File: src/hw/rtl/spq_pkg.sv
// Package: shared types and constants of the supply polarity qualifier.
package spq_pkg;

    localparam int unsigned SAMPLE_CODE_W = 3;
    localparam int unsigned STATE_W       = 3;
    localparam int unsigned COUNT_W       = 16;

    localparam logic [COUNT_W-1:0] CONFIRM_COUNT_RESET = 16'd2000;

    // Classified sample codes
    localparam logic [SAMPLE_CODE_W-1:0] SC_POS  = 3'd0;
    localparam logic [SAMPLE_CODE_W-1:0] SC_NEG  = 3'd1;
    localparam logic [SAMPLE_CODE_W-1:0] SC_DOWN = 3'd2;
    localparam logic [SAMPLE_CODE_W-1:0] SC_ERR  = 3'd3;

    typedef enum logic [STATE_W-1:0] {
        ST_DOWN  = 3'd0,
        ST_UNDET = 3'd1,
        ST_POS   = 3'd2,
        ST_NEG   = 3'd3,
        ST_P2N   = 3'd4,
        ST_N2P   = 3'd5,
        ST_ERR   = 3'd6
    } supply_state_t;

    typedef struct packed {
        logic [STATE_W-1:0] supply_state;
        logic               polarity_valid;
        logic               advance;
    } spq_result_t;

endpackage

File: src/hw/rtl/spq_if.sv
// Interfaces: sample and result channels of the supply polarity qualifier.
interface spq_sample_if;
    logic       valid;
    logic       ready;
    logic [2:0] sample_code;
    logic       sample_valid;

    modport source (output valid, output sample_code, output sample_valid, input ready);
    modport sink   (input valid, input sample_code, input sample_valid, output ready);
endinterface

interface spq_result_if;
    logic       valid;
    logic       ready;
    logic [2:0] supply_state;
    logic       polarity_valid;
    logic       advance;

    modport source (output valid, output supply_state, output polarity_valid,
                    output advance, input ready);
    modport sink   (input valid, input supply_state, input polarity_valid,
                    input advance, output ready);
endinterface

File: src/hw/rtl/supply_polarity_qualifier_top.sv
// Top level: supply polarity qualifier with input and result registers.
//
// Usage:
//   samples  - sink channel, one beat per classified polarity sample
//              (sample_code, sample_valid). Taken when valid and ready.
//   results  - source channel, exactly one beat per sample beat
//              (supply_state, polarity_valid, advance), in order.
//   cfg_wr_en / cfg_wr_data - write of confirm_count, taken at any edge
//              with cfg_wr_en high; write it only while no beats are in flight.
// Pipeline: an accepted sample beat loads the input register, then the state
//   update loads the result register, which offers its result beat (one input
//   register, one result register). Throughput: one beat per cycle while
//   results.ready is high; the update is a single pass of logic between them.
// Stall: while results.ready is low the result register holds; the input
//   register still fills, then samples.ready drops until the result moves.
// Reset: state returns to undetermined, reversal count and valid flag to
//   zero, confirm_count to 2000, and both registers empty.
module supply_polarity_qualifier_top (
    input  logic                 clk,
    input  logic                 rst_n,
    spq_sample_if.sink           samples,
    spq_result_if.source         results,
    input  logic                 cfg_wr_en,
    input  logic [15:0]          cfg_wr_data
);
    import spq_pkg::*;

    logic                      in_valid_reg;
    logic [SAMPLE_CODE_W-1:0]  in_code_reg;
    logic                      in_sv_reg;
    logic                      out_valid_reg;
    spq_result_t               out_reg;
    logic [COUNT_W-1:0]        confirm_count_reg;
    logic                      step;
    spq_result_t               result;

    // Advance the input beat into the result register when that slot frees up
    assign step          = in_valid_reg && (!out_valid_reg || results.ready);
    assign samples.ready = !in_valid_reg || step;

    always_ff @(posedge clk or negedge rst_n)
    begin
        if (!rst_n)
        begin
            confirm_count_reg <= CONFIRM_COUNT_RESET;
        end
        else if (cfg_wr_en)
        begin
            confirm_count_reg <= cfg_wr_data;
        end
    end

    // Input register: load a new beat whenever the slot is free or draining
    always_ff @(posedge clk or negedge rst_n)
    begin
        if (!rst_n)
        begin
            in_valid_reg <= 1'b0;
        end
        else if (samples.ready)
        begin
            in_valid_reg <= samples.valid;
        end
    end

    always_ff @(posedge clk)
    begin
        if (samples.valid && samples.ready)
        begin
            in_code_reg <= samples.sample_code;
            in_sv_reg   <= samples.sample_valid;
        end
    end

    spq_update u_update (
        .clk           (clk),
        .rst_n         (rst_n),
        .step          (step),
        .sample_code   (in_code_reg),
        .sample_valid  (in_sv_reg),
        .confirm_count (confirm_count_reg),
        .result        (result)
    );

    // Result register: hold while the receiver stalls, drop once taken
    always_ff @(posedge clk or negedge rst_n)
    begin
        if (!rst_n)
        begin
            out_valid_reg <= 1'b0;
        end
        else if (step)
        begin
            out_valid_reg <= 1'b1;
        end
        else if (results.ready)
        begin
            out_valid_reg <= 1'b0;
        end
    end

    always_ff @(posedge clk)
    begin
        if (step)
        begin
            out_reg <= result;
        end
    end

    assign results.valid          = out_valid_reg;
    assign results.supply_state   = out_reg.supply_state;
    assign results.polarity_valid = out_reg.polarity_valid;
    assign results.advance        = out_reg.advance;

endmodule

File: src/hw/rtl/spq_update.sv
// Qualifier state registers and the per-sample state update.
module spq_update (
    input  logic                         clk,
    input  logic                         rst_n,
    input  logic                         step,
    input  logic [spq_pkg::SAMPLE_CODE_W-1:0] sample_code,
    input  logic                         sample_valid,
    input  logic [spq_pkg::COUNT_W-1:0]  confirm_count,
    output spq_pkg::spq_result_t         result
);
    import spq_pkg::*;

    supply_state_t        state_reg, state_next;
    logic [COUNT_W-1:0]   count_reg, count_next;
    logic                 flag_reg, flag_next;
    logic [COUNT_W-1:0]   count_inc;
    logic                 confirmed;
    logic                 adv;
    logic                 processed;

    // Saturating increment of the reversal count
    assign count_inc = (count_reg != {COUNT_W{1'b1}}) ? count_reg + 1'b1 : count_reg;
    assign confirmed = (count_inc >= confirm_count);
    assign processed = step && sample_valid && !sample_code[2];

    always_comb
    begin
        state_next = state_reg;
        count_next = count_reg;
        flag_next  = flag_reg;
        adv        = 1'b0;
        if (processed)
        begin
            flag_next = 1'b0;
            unique case (state_reg)
                ST_DOWN, ST_UNDET:
                begin
                    if (sample_code == SC_POS || sample_code == SC_NEG)
                    begin
                        state_next = (sample_code == SC_POS) ? ST_POS : ST_NEG;
                        flag_next  = 1'b1;
                        adv        = 1'b1;
                    end
                    else if (sample_code == SC_ERR)
                    begin
                        state_next = ST_ERR;
                        adv        = 1'b1;
                    end
                    else if (state_reg == ST_DOWN)
                    begin
                        adv = 1'b1;
                    end
                end
                ST_POS, ST_NEG:
                begin
                    if (sample_code == SC_ERR)
                    begin
                        state_next = ST_ERR;
                        adv        = 1'b1;
                    end
                    else if (sample_code == SC_DOWN)
                    begin
                        state_next = ST_DOWN;
                        adv        = 1'b1;
                    end
                    else if ((state_reg == ST_POS) == (sample_code == SC_POS))
                    begin
                        flag_next = 1'b1;
                        adv       = 1'b1;
                    end
                    else
                    begin
                        state_next = (state_reg == ST_POS) ? ST_P2N : ST_N2P;
                        count_next = '0;
                    end
                end
                ST_P2N:
                begin
                    if (sample_code == SC_NEG)
                    begin
                        count_next = count_inc;
                        adv        = 1'b1;
                        if (confirmed)
                        begin
                            state_next = ST_NEG;
                            flag_next  = 1'b1;
                        end
                    end
                    else if (sample_code == SC_POS)
                    begin
                        count_next = '0;
                        state_next = ST_N2P;
                    end
                end
                ST_N2P:
                begin
                    if (sample_code == SC_POS)
                    begin
                        count_next = count_inc;
                        adv        = 1'b1;
                        if (confirmed)
                        begin
                            state_next = ST_POS;
                            flag_next  = 1'b1;
                        end
                    end
                    else if (sample_code == SC_NEG)
                    begin
                        count_next = '0;
                        state_next = ST_P2N;
                    end
                end
                default:
                begin
                    // error is sticky: only the flag drops
                end
            endcase
        end
    end

    always_ff @(posedge clk or negedge rst_n)
    begin
        if (!rst_n)
        begin
            state_reg <= ST_UNDET;
            count_reg <= '0;
            flag_reg  <= 1'b0;
        end
        else if (step)
        begin
            state_reg <= state_next;
            count_reg <= count_next;
            flag_reg  <= flag_next;
        end
    end

    assign result.supply_state   = state_next;
    assign result.polarity_valid = flag_next;
    assign result.advance        = adv;

endmodule

File: src/flat_wrapper.sv
// flat-port wrapper written by rule: the top's interface ports become plain ports
module supply_polarity_qualifier_top_flat import spq_pkg::*;
  (clk, rst_n, cfg_wr_en, cfg_wr_data, samples_valid, samples_sample_code, samples_sample_valid, samples_ready, results_valid, results_supply_state, results_polarity_valid, results_advance, results_ready);
  spq_sample_if samples_i ();
  spq_result_if results_i ();
  input  logic clk;
  input  logic rst_n;
  input  logic cfg_wr_en;
  input  logic [15:0] cfg_wr_data;
  input wire logic [$bits(samples_i.valid)-1:0] samples_valid;
  input wire logic [$bits(samples_i.sample_code)-1:0] samples_sample_code;
  input wire logic [$bits(samples_i.sample_valid)-1:0] samples_sample_valid;
  output wire logic [$bits(samples_i.ready)-1:0] samples_ready;
  output wire logic [$bits(results_i.valid)-1:0] results_valid;
  output wire logic [$bits(results_i.supply_state)-1:0] results_supply_state;
  output wire logic [$bits(results_i.polarity_valid)-1:0] results_polarity_valid;
  output wire logic [$bits(results_i.advance)-1:0] results_advance;
  input wire logic [$bits(results_i.ready)-1:0] results_ready;
  assign samples_i.valid = samples_valid;
  assign samples_i.sample_code = samples_sample_code;
  assign samples_i.sample_valid = samples_sample_valid;
  assign samples_ready = samples_i.ready;
  assign results_valid = results_i.valid;
  assign results_supply_state = results_i.supply_state;
  assign results_polarity_valid = results_i.polarity_valid;
  assign results_advance = results_i.advance;
  assign results_i.ready = results_ready;
  supply_polarity_qualifier_top u_core (.clk(clk), .rst_n(rst_n), .samples(samples_i), .results(results_i), .cfg_wr_en(cfg_wr_en), .cfg_wr_data(cfg_wr_data));
endmodule
File: config.mk
export PLATFORM = sky130hd
export DESIGN_NAME = supply_polarity_qualifier_top_flat
export DESIGN_NICKNAME = d
export VERILOG_FILES = /design/src/hw/rtl/spq_pkg.sv /design/src/hw/rtl/spq_if.sv /design/src/hw/rtl/supply_polarity_qualifier_top.sv /design/src/hw/rtl/spq_update.sv /design/src/flat_wrapper.sv
export SDC_FILE = /design/constraint.sdc
export NUM_CORES = 1
export LEC_CHECK = 0
export BUFFER_PORTS_ARGS = -buffer_cell sky130_fd_sc_hd__clkbuf_2
export CAP_MARGIN = 20
export CORE_MARGIN = 2
export CORE_UTILIZATION = 40
export CTS_CLUSTER_DIAMETER = 150
export DETAILED_ROUTE_END_ITERATION = 8
export PLACE_DENSITY = 0.54
export RECOVER_POWER = 100
export SETUP_SLACK_MARGIN = 0.3
export SLEW_MARGIN = 20
export SYNTH_ARGS = -nofsm -noshare
export SYNTH_HDL_FRONTEND = slang
export SYNTH_SLANG_ARGS = --single-unit
export TNS_END_PERCENT = 30
File: constraint.sdc
create_clock -name clk -period 3.8 [get_ports clk]
set_clock_uncertainty 0.2 [all_clocks]
set_input_delay 0.38 -clock clk [delete_from_list [all_inputs] [get_ports clk]]
set_output_delay 0.38 -clock clk [all_outputs]
set_load 0.01 [all_outputs]
== Yosys cells after proc, flatten, opt, wreduce, memory -nomap -nowiden ==
Cells that the tools add are included.
Storage, ports and cells
  register bits: 47
  bits of input ports: 25
  output and inout port bits: 7
  word-level logic and storage cells: 88
Operators by class
  $add $sub $neg: 1
  magnitude comparators: 1
  eq/ne operators: 15
  muxes and demuxes: 43
  reductions and logical operators: 17
Operator list (number)
  $mux 16: 8
  $pmux 16 s3: 1
  $mux 3: 12
  $mux 1: 19
  $add 16x1->16 const B: 1
  $ge 16x16->1: 1
  $ne 16x16->1 const B: 1
  $eq 3x2->1 const B: 4
  $pmux 3 s4: 1
  $pmux 1 s4: 2
  $reduce_and 8->1: 1
  $eq 3x1->1 const B: 2
  $eq 3x3->1 const B: 2
  $logic_not 3->1: 2
  $ne 2x2->1 const B: 3
  $ne 3x3->1 const B: 2
  $logic_and 1x1->1: 4
  $reduce_or 2->1: 2
  $logic_not 1->1: 3
  $logic_or 1x1->1: 3
  $reduce_bool 3->1: 1
  $reduce_bool 2->1: 1
  $eq 1x1->1: 1

== Logic depth before layout (Yosys ltp) ==
Gate-level depths: netlist of run 1.
  depth in word-level cells: 7
  gate-level depth with buffers: 12

== Hierarchy ==
Synthesis of run 1 repeated with hierarchy kept, for this count alone.
Unflattened totals
  cells, all modules: 326
  area total of the unflattened synthesis: 3153.0 um^2
By module, submodules not included
  spq_update: instances 1, cells an instance 275, area an instance 2137.0 um^2
  supply_polarity_qualifier_top: instances 1, cells an instance 51, area an instance 1016.0 um^2

== Worst setup path before layout of run 1 ==
OpenSTA, ideal clock, no wires.
  path type: reg-to-reg
  from: register u_core.u_update.count_reg[0]
  to: register u_core.out_reg (netlist bit u_core.results.polarity_valid), data pin
  arrival: 2.812 ns
  slack: 0.527 ns
  cell stages (with the launch flop): 11
  path buffers: 0
  cells stage by stage: dfrtp_1 ha_1 and2_1 nand3_1 nor2_1 mux2_2 ha_1 a2111oi_0 o31ai_1 a21o_1 a221o_1
RTL lines
  from (decl): RTL line spq_update.sv:14  | logic [COUNT_W-1:0] count_reg, count_next;
  from (signal assigned): RTL line spq_update.sv:132  | count_reg <= count_next;
  to (signal assigned): RTL line supply_polarity_qualifier_top.sv:106  | out_reg <= result;
  to (decl): RTL line supply_polarity_qualifier_top.sv:32  | spq_result_t out_reg;

==> flow_summary.ini, run 1 <==
[cts]
worstSkewPairLatency_ns = 0.30
clkTransAtPathRegs_ns = 0.08
cts_hold_buf = 0
root_buffer = clkbuf_8
tritoncts = done
clock_path_buffers = 2
numCtsBuffers = 5
cts.sinks = 47
htreeDepth = 2

[pwr]
power_leakage_nw = 1.49
ir_drop_v = 0.000279
powerDensity_nw_per_um2 = 395

[finish]
synthToLayoutAreaGrowth_pct = 13.3
layout_commonest_cell = nand2_1
final_cell_mix = nand2_1, o21ai_0, dfrtp_1
fin_util = 0.459
diodes = 0
drive_gt1_frac = 0.193
nets = 409

[logic_synthesis]
yosys.area_share.simple = 0.195
ys_types = 60
ys_seq_area_frac = 0.399
yosys.area_share.xor_xnor = 0.0313
synthFlopType = dfrtp_1
synth-edff-count = 9
netlist_instances = 336
synth-compound-area-share = 0.230
synth_warnings = 0
synth_seq_cells = 47
avgSynthCellArea_um2 = 9.18
syn-num-nets = 378
synth_top_family_by_area = compound AO/OA/AOI/OAI gates
synthesis.area_um2 = 3080
synthAdderAreaFrac = 0.0690
synth_mux_area_frac = 0.0175
async_reset_ff_frac = 0.809

[timing]
maxSlewViolCount = 50
rsz0062_at_grt = no
fin_crit_sh = 0.898
tns_ns = 0
max_freq_mhz = 293
hold_viol = 0
final-setup-viol-count = 0
relSlewSlack = -0.438
finalCriticalPeriod_ns = 3.41
worstMarginPinSlew_ns = 2.16

[detailed_routing]
drc = 0
postRouteWirelength_mm = 7.35
drt-pass1-iter-count = 4
top_layer_used = met4
vias = 2638
wl_met1_mm = 3.27
drtIter0Drc = 172
wl_per_cell_um = 15.6
routed_via_density = 5.61
dr_wl_met3_um = 247
antenna_left = 0
dr_wl_met2_mm = 3.68

[critical_path]
endpoint_kind = flop
max_stage_delay_ns = 0.44
slowest_stage = dfrtp_1
crit_top_cell = ha_1
r2r_slack_ns = 0.39
worstSetupStartpointType = flop
cp_max_fo = 8
r2r-end = u_core.results.polarity_valid
cp_cell_sequence = ha_1 -> and2_2 -> nand3_2 -> nor2_1 -> mux2_2 -> ha_1 -> a2111oi_2 -> o31ai_1 -> a21o_4 -> a221o_1
cp.arrival_ns = 3.27
worstPathRequired_ns = 3.65
r2r-start = u_core.u_update.count_reg[0]
r2r.worst_path.cells = 10
critPathKind = flop to flop
endpoint = u_core.results.polarity_valid
crit_start = u_core.u_update.count_reg[0]

[global_routing]
grt_pass1_wl_mm = 12.6
antenna_found_initial = 0
grt_usage = 0.187
grt_pass1_vias = 2499
grt_start_max_net_pins = 39
global_route.overflow_total = 0

[floorplanning]
row_count = 32
die_height_um = 91.8
start_util = 0.405
die_area_um2 = 8430
die-width_um = 91.8
pin_count = 32
core_area_um2 = 7610

[outcome]
status = complete, but fails checks
violations = max-capacitance violations, max-slew violations

[job]
drv_cap = 2

[placed_design]
routabilityCongestion = 0.938
port_buffers = 31
hpwl_mm = 5.29

[worst_hold_path]
worstHoldPathType = primary input to flop
worstHoldStart = samples_sample_code[0]
[per-stage QoR]
step | std cells | area (um2) | worst slack [ns] | hold WS, ns | total power [W]
after floorplan | 336 | 3080 | 0.527 | -0.116 | 0.000928
after global placement | 460 | 3320 | 0.331 | 0.306 | 0.00102
after detailed placement | 460 | 3320 | 0.286 | 0.309 | 0.00102
after CTS | 470 | 3470 | 0.330 | 0.0395 | 0.00140
after global routing | 470 | 3490 | 0.233 | 0.0333 | 0.00148
final | 470 | 3490 | 0.386 | 0.0513 | 0.00138
[kinds of logic after synthesis]
family,Yosys count
simple gates,110
compound gates,109
flops,47
buf+inv,37
fa+ha+maj,17
xor+xnor,11
mux,5
[where the power goes]
group / internal [W] / switching, W
Sequential: 0.000583 / 0.0000882
Combinational: 0.000158 / 0.000187
Clock: 0.000197 / 0.000169
Total: 0.000938 / 0.000444
[cell type report]
cell class	instances	area [um2]
repair buffers	42	226
clock inverters	1	30.0
clock buffers	7	76.3
flip-flops and latches	47	1230
fillers	783	4110
multi-input cells	252	1730
well taps	102	128
inverters	19	71.3
[Yosys cell counts, types with 4 or more instances]
master,count,area (um2)
o21a_1,5,37.5
nor3_1,4,20.0
nand2_1,36,135
nand2b_1,6,37.5
ha_1,17,213
dfrtp_1,31,776
a21o_1,7,52.6
clkbuf_1,10,37.5
and2_1,4,25.0
nand3_1,11,55.1
nor2b_1,5,31.3
nor2_1,18,67.6
xnor2_1,9,78.8
o21ai_0,29,145
inv_1,19,71.3
dfstp_2,7,184
nor4_1,4,25.0
and3_1,4,25.0
edfxtp_1,9,270
a211oi_1,4,30.0
a21oi_1,25,125
a31oi_1,10,62.6
[layer usage]
metal,global-route usage,vias up
met3,0.0279,10
met1,0.249,1275
met4,0.0746,0
met5,0,-
met2,0.308,54
li1,-,1299
[repair_timing]
action,in CTS,in global routing
pin swaps,1,1
setup endpoints to repair,1,8
buffers inserted,2,0
gates resized for setup,4,20
[worst min-delay path by stage]
stage                              endpoint  slack [ns]  depth (start not counted)
6_report              u_core.in_code_reg[0]        0.05                          1
3_3_place_gp   u_core.confirm_count_reg[10]        0.31                          2
2_1_floorplan   u_core.confirm_count_reg[0]       -0.12                          0
4_1_cts                    u_core.in_sv_reg        0.04                          1
3_5_place_dp    u_core.confirm_count_reg[8]        0.31                          2
5_1_grt               u_core.in_code_reg[1]        0.03                          1
[worst max-delay path: cells and delay by family, from the launching register on]
kind | cells | cell delay (ns)
mux | 1 | 0.36
flops | 1 | 0.44
fa+ha+maj | 2 | 0.56
compound gates | 4 | 1.06
simple gates | 3 | 0.55
(Power assumes the default switching activity.)
==> run 2: changes to the inputs <==
--- a/config.mk
+++ b/config.mk
@@ -7,11 +7,13 @@
 export LEC_CHECK = 0
 export BUFFER_PORTS_ARGS = -buffer_cell sky130_fd_sc_hd__clkbuf_2
 export CAP_MARGIN = 20
+export CELL_PAD_IN_SITES_DETAIL_PLACEMENT = 2
+export CELL_PAD_IN_SITES_GLOBAL_PLACEMENT = 2
 export CORE_MARGIN = 2
-export CORE_UTILIZATION = 40
+export CORE_UTILIZATION = 37
 export CTS_CLUSTER_DIAMETER = 150
 export DETAILED_ROUTE_END_ITERATION = 8
-export PLACE_DENSITY = 0.54
+export PLACE_DENSITY = 0.76
 export RECOVER_POWER = 100
 export SETUP_SLACK_MARGIN = 0.3
 export SLEW_MARGIN = 20
==> run 2 against run 1 <==
Compared with the run above: the run still ends with max-capacitance violations, max-slew violations left; die area up 7.7%; final cell count up 0.64%; power up 2.2%; global-route usage up 2.5 points; final area down 0.82%; register-to-register slack worse by 0.06 ns; non-clock buffer count unchanged; setup slack worse by 0.061 ns; combinational power down 3%; clock power up 7.1%; wire length up 27%; largest power group unchanged; highest routed layer unchanged.
==> flow_summary.ini, run 2 (same netlist as run 1, synthesis figures left out) <==
[outcome]
status = complete, but fails checks
violations = max-capacitance violations, max-slew violations

[critical_path]
cp_max_fo = 8
worstPathRequired_ns = 3.67
max_stage_delay_ns = 0.47
cpLargestDelayFamily = compound AO/OA/AOI/OAI gates
cp.arrival_ns = 3.34
endpoint_kind = flop
worstSetupStartpointType = flop
critPathKind = flop to flop
worst-path-buf-inv = 0
slowest_stage = dfrtp_2
cp_cell_sequence = nand3_2 -> or2_2 -> o2111ai_1 -> xnor2_1 -> ha_1 -> a21o_1 -> a211oi_1 -> o31ai_1 -> a21o_2 -> a221o_1

[placed_design]
routabilityCongestion = 0.841
port_buffers = 31
post-place-ws_ns = 0.111
hpwl_mm = 6.83

[finish]
fin_util = 0.426
nFillCells = 886
diodes = 0
drive_gt1_frac = 0.198
final_cell_mix = nand2_1, o21ai_0, a21oi_1
synthToLayoutAreaGrowth_pct = 12.4
nets = 409
layout_commonest_cell = nand2_1

[cts]
htreeDepth = 2
clock_path_buffers = 2
root_buffer = clkbuf_8
clkTransAtPathRegs_ns = 0.10
numCtsBuffers = 5
cts_hold_buf = 0
tritoncts = done
cts.sinks = 47
worstSkewPairLatency_ns = 0.31

[detailed_routing]
drc = 0
antenna_left = 0
routed_via_density = 5.74
wl_per_cell_um = 19.7
drt-pass1-iter-count = 4
drtIter0Drc = 71
vias = 2714
postRouteWirelength_mm = 9.33

[floorplanning]
row_count = 33
die_area_um2 = 9080
die-width_um = 95.3
pin_count = 32
die_height_um = 95.3
start_util = 0.379
core_area_um2 = 8130

[pwr]
swShare = 0.342
p_clk_frac = 0.278
power_frac_seq = 0.486
ir_drop_v = 0.000177
powerDensity_nw_per_um2 = 407
power_leakage_nw = 1.44
combPwrFrac = 0.236
switching_power_w = 0.000482
p_int_w = 0.000929

[timing]
finalCriticalPeriod_ns = 3.48
holdWs_ns = 0.0430
max_freq_mhz = 288
postLayoutSetupSlackWorst_ns = 0.325
fin_crit_sh = 0.915
relSlewSlack = -0.498
hold_viol = 0
rsz0062_at_grt = yes
tns_ns = 0
maxSlewViolCount = 39
final-setup-viol-count = 0
worstMarginPinSlew_ns = 2.25

[global_routing]
global_route.overflow_total = 0
antenna_found_initial = 0
grt_usage = 0.212
grt_pass1_vias = 2847
grt_start_max_net_pins = 39
grt_pass1_wl_mm = 14.8

[worst_hold_path]
worstHoldPathType = primary input to flop

[job]
drv_cap = 1
==> run 2: metal layers <==
layer	routed length [um]	global-route usage
met5	0	0
met4	144	0.0531
met3	167	0.0300
met2	5020	0.398
met1	3990	0.252
==> run 2: metrics by stage <==
| stage | cells | total power, W | cell area, um2 |
|---|---|---|---|
| finish | 473 | 0.00141 | 3460 |
| global route | 473 | 0.00150 | 3460 |
| CTS | 471 | 0.00144 | 3480 |
| detailed placement | 462 | 0.00104 | 3320 |
| global placement | 462 | 0.00102 | 3320 |
| floorplan | 336 | 0.000928 | 3080 |
==> run 2: timing repair <==
item	CTS	global route
gates cloned	0	0
pin swaps	1	0
setup buffers	1	2
setup endpoints to repair	5	6
resized for setup	9	15
==> run 2: power groups by stage <==
| stage | Combinational, W | Sequential [W] | Clock [W] |
|---|---|---|---|
| CTS | 0.000354 | 0.000686 | 0.000405 |
| floorplan | 0.000298 | 0.000630 | 0 |
| global placement | 0.000334 | 0.000689 | 0 |
| global route | 0.000378 | 0.000696 | 0.000425 |
| finish | 0.000333 | 0.000686 | 0.000392 |
| detailed placement | 0.000351 | 0.000693 | 0 |
==> run 2: area by class of cell <==
| cell class | instances | area (um2) | area share |
|---|---|---|---|
| tap | 105 | 131 | 0.0379 |
| sequential | 47 | 1240 | 0.358 |
| inverter | 19 | 71.3 | 0.0206 |
| clock buffer | 5 | 68.8 | 0.0199 |
| timing repair buffer | 42 | 223 | 0.0643 |
| clock inverter | 3 | 42.5 | 0.0123 |
| multi-input combinational | 252 | 1690 | 0.487 |
==> run 2: worst paths after layout <==
check | cells past startpoint | end | slack, ns | startpoint
setup / recovery | 10 | u_core.results.polarity_valid | 0.32 | u_core.u_update.count_reg[11]
hold / removal | 1 | u_core.in_code_reg[0] | 0.04 | samples_sample_code[0]
setup reg to reg | 10 | u_core.results.polarity_valid | 0.32 | u_core.u_update.count_reg[11]
hold reg to reg | 2 | u_core.confirm_count_reg[7] | 0.33 | u_core.confirm_count_reg[7]
max in group asynchronous | 1 | u_core.u_update.count_reg[4] | 1.42 | rst_n
min in group asynchronous | 1 | u_core.u_update.count_reg[15] | 0.52 | rst_n
